File: config.mk
export PLATFORM = sky130hd
export DESIGN_NAME = utf8_punctuation_filter_flat
export DESIGN_NICKNAME = d
export VERILOG_FILES = /design/src/hdl/upf_pkg.sv /design/src/hdl/upf_if.sv /design/src/hdl/upf_decode.sv /design/src/hdl/upf_out_buf.sv /design/src/hdl/utf8_punctuation_filter.sv /design/src/flat_wrapper.sv
export SDC_FILE = /design/constraint.sdc
export NUM_CORES = 1
export LEC_CHECK = 0
export BUFFER_PORTS_ARGS = -buffer_cell sky130_fd_sc_hd__buf_2
export CAP_MARGIN = 20
export CORE_MARGIN = 5
export CORE_UTILIZATION = 32
export CTS_BUF_LIST = sky130_fd_sc_hd__clkbuf_8
export CTS_CLUSTER_DIAMETER = 120
export DETAILED_ROUTE_END_ITERATION = 7
export HOLD_SLACK_MARGIN = 0.12
export PLACE_DENSITY = 0.55
export REMOVE_ABC_BUFFERS = 1
export SLEW_MARGIN = 20
export SYNTH_ARGS = -nofsm -noshare
export SYNTH_HDL_FRONTEND = slang
export SYNTH_SLANG_ARGS = --single-unit
File: constraint.sdc
create_clock -name clk_i -period 8.13 [get_ports clk_i]
set_input_delay 0.813 -clock clk_i [delete_from_list [all_inputs] [get_ports clk_i]]
set_output_delay 0.813 -clock clk_i [all_outputs]
set_load 0.01 [all_outputs]
File: src/hdl/upf_pkg.sv
// upf_pkg: shared types, constants and decode functions of the utf-8 punctuation filter
// no dependencies
`timescale 1ns / 1ps

package upf_pkg;

  // bytes in one decode group: up to three held bytes plus the new one
  localparam int unsigned GroupBytes = 4;
  localparam int unsigned HeldBytes  = GroupBytes - 1;

  // payload masks of lead and continuation bytes
  localparam logic [7:0] MaskLead2 = 8'h1F;
  localparam logic [7:0] MaskLead3 = 8'h0F;
  localparam logic [7:0] MaskLead4 = 8'h07;
  localparam logic [7:0] MaskCont  = 8'h3F;

  // code point width of a four-byte sequence
  localparam int unsigned CpWidth = 21;

  // unicode punctuation ranges
  localparam logic [CpWidth-1:0] GenPunctLo  = 21'h02010;
  localparam logic [CpWidth-1:0] GenPunctHi  = 21'h0205E;
  localparam logic [CpWidth-1:0] SupPunctLo  = 21'h02E00;
  localparam logic [CpWidth-1:0] SupPunctHi  = 21'h02E7F;
  localparam logic [CpWidth-1:0] CjkPunctLo  = 21'h03001;
  localparam logic [CpWidth-1:0] CjkPunctHi  = 21'h0303F;
  localparam logic [CpWidth-1:0] SmallFormLo = 21'h0FE50;
  localparam logic [CpWidth-1:0] SmallFormHi = 21'h0FE6F;

  // group handed from the decoder to the output buffer
  typedef struct packed {
    logic [GroupBytes-1:0]      keep;
    logic [GroupBytes-1:0][7:0] bytes;
    logic                       last;
  } upf_load_t;

  // sequence length set by a lead byte
  function automatic logic [2:0] lead_length(logic [7:0] b);
    logic [2:0] l;
    l = 3'd1;
    if (b >= 8'hC0 && b <= 8'hDF) l = 3'd2;
    if (b >= 8'hE0 && b <= 8'hEF) l = 3'd3;
    if (b >= 8'hF0 && b <= 8'hF7) l = 3'd4;
    return l;
  endfunction

  function automatic logic in_range(logic [CpWidth-1:0] cp, logic [CpWidth-1:0] lo,
                                    logic [CpWidth-1:0] hi);
    return (cp >= lo) && (cp <= hi);
  endfunction

  // ascii ispunct, latin-1 points and the fixed unicode blocks
  function automatic logic is_punct(logic [CpWidth-1:0] cp);
    logic p;
    p = 1'b0;
    if (in_range(cp, 21'h21, 21'h2F) || in_range(cp, 21'h3A, 21'h40) ||
        in_range(cp, 21'h5B, 21'h60) || in_range(cp, 21'h7B, 21'h7E)) p = 1'b1;
    if (cp == 21'hA1 || cp == 21'hA7 || cp == 21'hAB || cp == 21'hB6 ||
        cp == 21'hB7 || cp == 21'hBB || cp == 21'hBF) p = 1'b1;
    if (in_range(cp, GenPunctLo, GenPunctHi)) p = 1'b1;
    if (in_range(cp, SupPunctLo, SupPunctHi)) p = 1'b1;
    if (in_range(cp, CjkPunctLo, CjkPunctHi)) p = 1'b1;
    if (in_range(cp, SmallFormLo, SmallFormHi)) p = 1'b1;
    if (in_range(cp, 21'hFF01, 21'hFF0F) || in_range(cp, 21'hFF1A, 21'hFF20) ||
        in_range(cp, 21'hFF3B, 21'hFF40) || in_range(cp, 21'hFF5B, 21'hFF65)) p = 1'b1;
    return p;
  endfunction

endpackage

File: src/hdl/upf_if.sv
// upf_in_if, upf_out_if: valid/ready channels of the punctuation filter
// no dependencies
`timescale 1ns / 1ps

interface upf_in_if;
  logic       valid;
  logic       ready;
  logic [7:0] in_byte;
  logic       in_last;

  modport source (output valid, output in_byte, output in_last, input ready);
  modport sink (input valid, input in_byte, input in_last, output ready);
endinterface

interface upf_out_if;
  logic       valid;
  logic       ready;
  logic       byte_valid;
  logic [7:0] out_byte;
  logic       run_last;
  logic       string_end;

  modport source (output valid, output byte_valid, output out_byte, output run_last,
                  output string_end, input ready);
  modport sink (input valid, input byte_valid, input out_byte, input run_last,
                input string_end, output ready);
endinterface

File: src/hdl/upf_decode.sv
// upf_decode: combinational decode and classification of one byte group
// depends on upf_pkg
`timescale 1ns / 1ps

module upf_decode (
  input  logic [upf_pkg::HeldBytes-1:0][7:0] held_i,
  input  logic [1:0]                         held_cnt_i,
  input  logic [7:0]                         in_byte_i,
  input  logic                               in_last_i,
  output logic                               hold_o,
  output upf_pkg::upf_load_t                 load_o
);
  import upf_pkg::*;

  localparam int unsigned ExtBytes = 2 * GroupBytes - 1;

  logic [ExtBytes-1:0][7:0]       ext;
  logic [2:0]                     n;
  logic [GroupBytes-1:0][2:0]     len;
  logic [GroupBytes-1:0]          punct;
  logic [GroupBytes-1:0][CpWidth-1:0] cp;
  logic [2:0]                     rem;
  logic                           cur_keep;
  logic [2:0]                     lead_l;

  // assemble the group, zero padded so every lookahead index exists
  always_comb begin
    ext = '0;
    for (int j = 0; j < HeldBytes; j++) begin
      if (j < int'(held_cnt_i)) ext[j] = held_i[j];
    end
    ext[{1'b0, held_cnt_i}] = in_byte_i;
  end

  assign n      = {1'b0, held_cnt_i} + 3'd1;
  assign hold_o = !in_last_i && (n < lead_length(ext[0]));

  // decode a code point at each start position, truncated leads stand alone
  always_comb begin
    for (int i = 0; i < GroupBytes; i++) begin
      lead_l = lead_length(ext[i]);
      len[i] = ((3'(i) + lead_l) <= n) ? lead_l : 3'd1;
      case (len[i])
        3'd2: cp[i] = {10'b0, ext[i][4:0] & MaskLead2[4:0], ext[i+1][5:0] & MaskCont[5:0]};
        3'd3: cp[i] = {5'b0, ext[i][3:0] & MaskLead3[3:0], ext[i+1][5:0] & MaskCont[5:0],
                       ext[i+2][5:0] & MaskCont[5:0]};
        3'd4: cp[i] = {ext[i][2:0] & MaskLead4[2:0], ext[i+1][5:0] & MaskCont[5:0],
                       ext[i+2][5:0] & MaskCont[5:0], ext[i+3][5:0] & MaskCont[5:0]};
        default: cp[i] = {13'b0, ext[i]};
      endcase
      punct[i] = is_punct(cp[i]);
    end
  end

  // walk the sequences left to right and mark the kept bytes
  always_comb begin
    load_o.bytes = ext[GroupBytes-1:0];
    load_o.last  = in_last_i;
    rem          = 3'd0;
    cur_keep     = 1'b0;
    for (int j = 0; j < GroupBytes; j++) begin
      if (rem == 3'd0) begin
        rem      = len[j];
        cur_keep = !punct[j];
      end
      load_o.keep[j] = cur_keep && (3'(j) < n);
      rem            = rem - 3'd1;
    end
  end

endmodule

File: src/hdl/upf_out_buf.sv
// upf_out_buf: result register that hands out the kept bytes of one group in order
// depends on upf_pkg, upf_if
`timescale 1ns / 1ps

module upf_out_buf (
  input  logic               clk_i,
  input  logic               rst_ni,
  input  logic               load_i,
  input  upf_pkg::upf_load_t load_data_i,
  output logic               free_o,
  upf_out_if.source          out_o
);
  import upf_pkg::*;

  logic [GroupBytes-1:0]      mask_q, mask_d;
  logic                       marker_q, marker_d;
  logic                       last_q;
  logic [GroupBytes-1:0][7:0] bytes_q;
  logic [GroupBytes-1:0]      low_bit;
  logic                       single;
  logic                       fire;
  logic [7:0]                 sel_byte;

  // lowest kept byte goes out first
  assign low_bit = mask_q & (~mask_q + 4'd1);
  assign single  = (mask_q != '0) && ((mask_q & (mask_q - 4'd1)) == '0);

  always_comb begin
    sel_byte = 8'h00;
    for (int j = 0; j < GroupBytes; j++) begin
      if (low_bit[j]) sel_byte = bytes_q[j];
    end
  end

  // drive the result transaction
  always_comb begin
    out_o.valid      = (mask_q != '0) || marker_q;
    out_o.byte_valid = (mask_q != '0);
    out_o.out_byte   = (mask_q != '0) ? sel_byte : 8'h00;
    out_o.run_last   = single || (mask_q == '0);
    out_o.string_end = last_q && (single || (mask_q == '0));
  end

  assign fire   = out_o.valid && out_o.ready;
  assign free_o = !out_o.valid || (fire && out_o.run_last);

  // next buffer contents
  always_comb begin
    mask_d   = mask_q;
    marker_d = marker_q;
    if (fire) begin
      mask_d   = mask_q & ~low_bit;
      marker_d = 1'b0;
    end
    if (load_i) begin
      mask_d   = load_data_i.keep;
      marker_d = load_data_i.last && (load_data_i.keep == '0);
    end
  end

  always_ff @(posedge clk_i or negedge rst_ni) begin
    if (!rst_ni) begin
      mask_q   <= '0;
      marker_q <= 1'b0;
    end else begin
      mask_q   <= mask_d;
      marker_q <= marker_d;
    end
  end

  // payload of the group
  always_ff @(posedge clk_i) begin
    if (load_i) begin
      bytes_q <= load_data_i.bytes;
      last_q  <= load_data_i.last;
    end
  end

endmodule

File: src/hdl/utf8_punctuation_filter.sv
// utf8_punctuation_filter: drops utf-8 punctuation sequences from a byte stream
// depends on upf_pkg, upf_if, upf_decode, upf_out_buf
// The first result is registered and appears in the cycle after the byte that completes a sequence is accepted.
// Throughput: one byte per cycle while the output is ready and each group yields at most
// one result; k kept bytes hold the output register and the input waits for the last.
// Reset clears the held byte count and the output register; no clearing pass is needed.
`timescale 1ns / 1ps

module utf8_punctuation_filter (
  input  logic     clk_i,
  input  logic     rst_ni,
  upf_in_if.sink   in_i,
  upf_out_if.source out_o
);
  import upf_pkg::*;

  logic [HeldBytes-1:0][7:0] held_q;
  logic [1:0]                cnt_q, cnt_d;
  logic                      hold;
  logic                      free;
  logic                      in_fire;
  upf_load_t                 load;

  // decode the held bytes together with the incoming one
  upf_decode u_decode (
    .held_i     (held_q),
    .held_cnt_i (cnt_q),
    .in_byte_i  (in_i.in_byte),
    .in_last_i  (in_i.in_last),
    .hold_o     (hold),
    .load_o     (load)
  );

  upf_out_buf u_out_buf (
    .clk_i       (clk_i),
    .rst_ni      (rst_ni),
    .load_i      (in_fire && !hold),
    .load_data_i (load),
    .free_o      (free),
    .out_o       (out_o)
  );

  assign in_i.ready = free;
  assign in_fire    = in_i.valid && in_i.ready;

  // held byte count of an unfinished sequence
  always_comb begin
    cnt_d = cnt_q;
    if (in_fire) cnt_d = hold ? (cnt_q + 2'd1) : 2'd0;
  end

  always_ff @(posedge clk_i or negedge rst_ni) begin
    if (!rst_ni) begin
      cnt_q <= 2'd0;
    end else begin
      cnt_q <= cnt_d;
    end
  end

  // held bytes, only read below the count
  always_ff @(posedge clk_i) begin
    if (in_fire && hold) held_q[cnt_q] <= in_i.in_byte;
  end

endmodule

File: src/flat_wrapper.sv
// flat-port wrapper written by rule: the top's interface ports become plain ports
module utf8_punctuation_filter_flat import upf_pkg::*;
  (clk_i, rst_ni, in_i_valid, in_i_in_byte, in_i_in_last, in_i_ready, out_o_valid, out_o_byte_valid, out_o_out_byte, out_o_run_last, out_o_string_end, out_o_ready);
  upf_in_if in_i_i ();
  upf_out_if out_o_i ();
  input  logic clk_i;
  input  logic rst_ni;
  input wire logic [$bits(in_i_i.valid)-1:0] in_i_valid;
  input wire logic [$bits(in_i_i.in_byte)-1:0] in_i_in_byte;
  input wire logic [$bits(in_i_i.in_last)-1:0] in_i_in_last;
  output wire logic [$bits(in_i_i.ready)-1:0] in_i_ready;
  output wire logic [$bits(out_o_i.valid)-1:0] out_o_valid;
  output wire logic [$bits(out_o_i.byte_valid)-1:0] out_o_byte_valid;
  output wire logic [$bits(out_o_i.out_byte)-1:0] out_o_out_byte;
  output wire logic [$bits(out_o_i.run_last)-1:0] out_o_run_last;
  output wire logic [$bits(out_o_i.string_end)-1:0] out_o_string_end;
  input wire logic [$bits(out_o_i.ready)-1:0] out_o_ready;
  assign in_i_i.valid = in_i_valid;
  assign in_i_i.in_byte = in_i_in_byte;
  assign in_i_i.in_last = in_i_in_last;
  assign in_i_ready = in_i_i.ready;
  assign out_o_valid = out_o_i.valid;
  assign out_o_byte_valid = out_o_i.byte_valid;
  assign out_o_out_byte = out_o_i.out_byte;
  assign out_o_run_last = out_o_i.run_last;
  assign out_o_string_end = out_o_i.string_end;
  assign out_o_i.ready = out_o_ready;
  utf8_punctuation_filter u_core (.clk_i(clk_i), .rst_ni(rst_ni), .in_i(in_i_i), .out_o(out_o_i));
endmodule
==> impl_results.md <==
- GPL Wtd Cong: 0.9746
- Setup-failing EPs final: 0
- Total negative slack: 0 ns
- R2R depth: 20
- Post-synth top area cell: edfxtp_1
- Core box area: 0.02176 sq mm
- Switching part of the total: 0.5346
- Number of nets in the layout: 906
- Final-report hold violation count: 0
- Crit path max fanout: 25
- P_leak: 2.599 nW
- Pint: 1.097 mW
- Post-CTS Hold Buffers: 0
- Detailed-route wire length per cell: 23.45 um
- Maxcap violations: 0
- CTS tree: done
- Clock power frac: 0.103
- Via count: 7625
- Slew @ Worst Pin: 1.060 ns
- CP startpoint kind: flip-flop
- Comb power frac: 0.677
- Worst R2R Setup Slack: 0.92 ns
- Crit. End Element: flip-flop
- Most frequent cells in the layout: 85 x nand2_1, 63 x o21ai_0, 61 x nor2_1
- Most common cell after layout, fill and taps aside: nand2_1
- IO buf count: 25
- Syn Area/Cell: 8.015 sq um
- Routed Antenna Nets: 0
- CTS resizes: 0
- Max Root-Sink Buffers: 2
- Top FF cell, synth: edfxtp_1
- Area contributors post-synth: edfxtp_1 24%, nand2_1 4.5%, o21ai_0 4.5%
- Synth Instances: 879
- Area Overhead vs Synth: 6.890%
- Tcrit/Tclk final: 0.8873
- DP Area: 0.007358 sq mm
- CP Class: reg2reg
- Setup slack at placement: 1.098 ns
- Vias in the first global route: 6751
- Critical path data required time: 8.39 ns
- Initial antenna violation count: 0
- Final wirelength: 27060 um
- # DRC: 0
- Slew Limit Fails: 0
- Die height: 158.4 um
- H-tree Lvls: 3
- Max_slew headroom: 0.2915
- Reg2reg start: u_core.cnt_q[0]$_DFFE_PN0P_
- YS warnings: 0
- Register bit total from synthesis: 64
- Largest net degree at the start of global routing: 38
- Starting Density: 0.3238
- Post-Syn Area: 0.007046 sq mm
- PwrDens: 313.0 mW/mm^2
- Clock buffer count from CTS: 9
- GRT Overall Usage: 0.2107
- Final hold slack: 0.2938 ns
- Final instance area: 0.007531 sq mm
- Max Clk Rate: 0.1386 GHz
- Pre-antenna DRT Iters: 5
- Antenna Cells: 0
- Total grt overflow: 0
- Post-CTS Setup Repair Bufs: 0
- Switching Power: 1.260 mW
- Post-route worst setup slack: 0.9161 ns
- Via/cell ratio: 6.607
- Layout Skew: 0.01264 ns
- Die width: 158.4 um
- EDFF count, synth: 57
- Outcome: complete, no violations
- Row count: 54
- Minimum clock period: 7.214 ns
- Crit path DAT: 7.47 ns
- Post-synth top area share: 0.2429
- Die area: 0.02508 sq mm
- Post-synth ARST share: 0.1094
- Synth unique cells: 87
- Root buf cell: clkbuf_8
- Sequential share of power: 0.220
- Worst Hold Class: in2async
- Max rail drop VDD: 144.9 uV
- Layout cells sized above 1: 0.1007
- RR Endpoint: u_core.u_out_buf.marker_q$_DFFE_PN0P_
- Initial DRC count: 1328
- Reg clk slew, reported paths: 0.08 ns
- Seq/Total Area, Yosys: 0.2678
- Global-route wire length before repair: 40520 um
- RSZ-0062 raised after global routing: no
- I/O pin cnt: 26
- CTS sink cnt: 64
- Worst skew pair latency: 0.37 ns
- Hpwl dp: 20080 um
-- cells in the mapped netlist (all sizes together), types with 6 or more instances --
cell     number
mux2i        13
a32oi        12
and2         18
nor4         12
a22o         11
clkbuf       41
a31oi        13
nand2b        6
nand2        85
o221ai        8
edfxtp       57
nand3b       12
nand3        29
nor2         63
or2          10
and3         10
ha           24
a211oi       16
o21a          9
o211ai       24
buf          12
a211o        10
a221oi       11
o22ai        13
mux2         14
o21ai        69
nor2b         9
a22oi        31
nand4        12
nor3         33
dfrtp         7
a21oi        38
inv          31
or3           9
a2111oi      10
-- logic make-up (layout without fill, tap and decap cells) --
family,count (synthesis),in the layout,share of synthesized area
AO/OA/AOI/OAI,337,337,0.3440
AND/OR/NAND/NOR,332,332,0.2431
buffers and inverters,87,82,0.04990
flip-flops,64,64,0.2678
multiplexers,27,27,0.04244
adder cells (fa/ha/maj),25,25,0.04404
XOR/XNOR,7,7,0.008702
-- sequential cells by signal, summed over array words and instances (netlist names) --
name and flops:
u_core.u_out_buf.bytes_q 32, u_core.held_q 24, u_core.u_out_buf.mask_q 4, u_core.cnt_q 2
u_core.u_out_buf.last_q 1, u_core.u_out_buf.marker_q 1
-- power groups by stage --
| stage | combinational [mW] | sequential (mW) | clock, mW |
|---|---|---|---|
| after floorplan | 1.09 | 0.506 | 0 |
| after global placement | 1.56 | 0.522 | 0 |
| after detailed placement | 1.55 | 0.524 | 0 |
| after CTS | 1.55 | 0.517 | 0.249 |
| after global routing | 1.71 | 0.527 | 0.265 |
| final | 1.60 | 0.518 | 0.244 |
-- worst max-delay path, cell delays in order (launching register included) --
cell and delay, ns:
dfrtp_1 0.43, inv_1 0.26, ha_1 0.73, mux2_2 0.48, a22oi_1 0.23, ha_1 0.30
a211o_1 0.34, nand2_1 0.14, nand2_1 0.15, inv_1 0.14, ha_1 0.75, o211ai_1 0.19
a221oi_1 0.62, a32oi_1 0.18, nor3_1 0.40, or4b_2 0.61, o311ai_0 0.14, or4_1 0.30
o32a_1 0.26, nor2_1 0.08, o41ai_1 0.37
-- worst max path at each step --
stage | from | endpoint | slack, ns | cells past startpoint
6_report | u_core.cnt_q[0]$_DFFE_PN0P_ | u_core.u_out_buf.marker_q$_DFFE_PN0P_ | 0.92 | 20
3_3_place_gp | u_core.cnt_q[0]$_DFFE_PN0P_ | u_core.u_out_buf.marker_q$_DFFE_PN0P_ | 1.22 | 20
3_5_place_dp | u_core.cnt_q[0]$_DFFE_PN0P_ | u_core.u_out_buf.marker_q$_DFFE_PN0P_ | 1.10 | 22
5_1_grt | u_core.cnt_q[1]$_DFFE_PN0P_ | u_core.u_out_buf.marker_q$_DFFE_PN0P_ | 0.39 | 23
2_1_floorplan | u_core.cnt_q[1]$_DFFE_PN0P_ | u_core.u_out_buf.marker_q$_DFFE_PN0P_ | 2.08 | 18
4_1_cts | u_core.cnt_q[0]$_DFFE_PN0P_ | u_core.u_out_buf.marker_q$_DFFE_PN0P_ | 1.05 | 22
-- routing by layer --
layer | vias to the layer above | wire, um | track usage
met5 | - | 0 | 0
met4 | 0 | 1306 | 0.09423
met3 | 95 | 2793 | 0.03996
met2 | 474 | 11190 | 0.3043
met1 | 3581 | 11770 | 0.3040
li1 | 3475 | - | -
-- cell type report --
type / count / area [sq um]
timing repair buffer: 32 / 177.7
multi-input combinational: 728 / 4816
sequential: 64 / 1887
inverter: 34 / 128.9
tap: 280 / 350.3
clock buffer: 9 / 123.9
clock inverter: 7 / 47.55
fill: 2296 / 14220
-- stage by stage --
step | total power, mW | instances | utilization
2_1_floorplan | 1.597 | 826 | -
3_3_place_gp | 2.079 | 1138 | 0.3382
3_5_place_dp | 2.070 | 1138 | 0.3382
4_1_cts | 2.318 | 1154 | 0.3461
5_1_grt | 2.506 | 1154 | 0.3462
6_report | 2.357 | 1154 | 0.3462
Power figures use the tool's default switching activity.
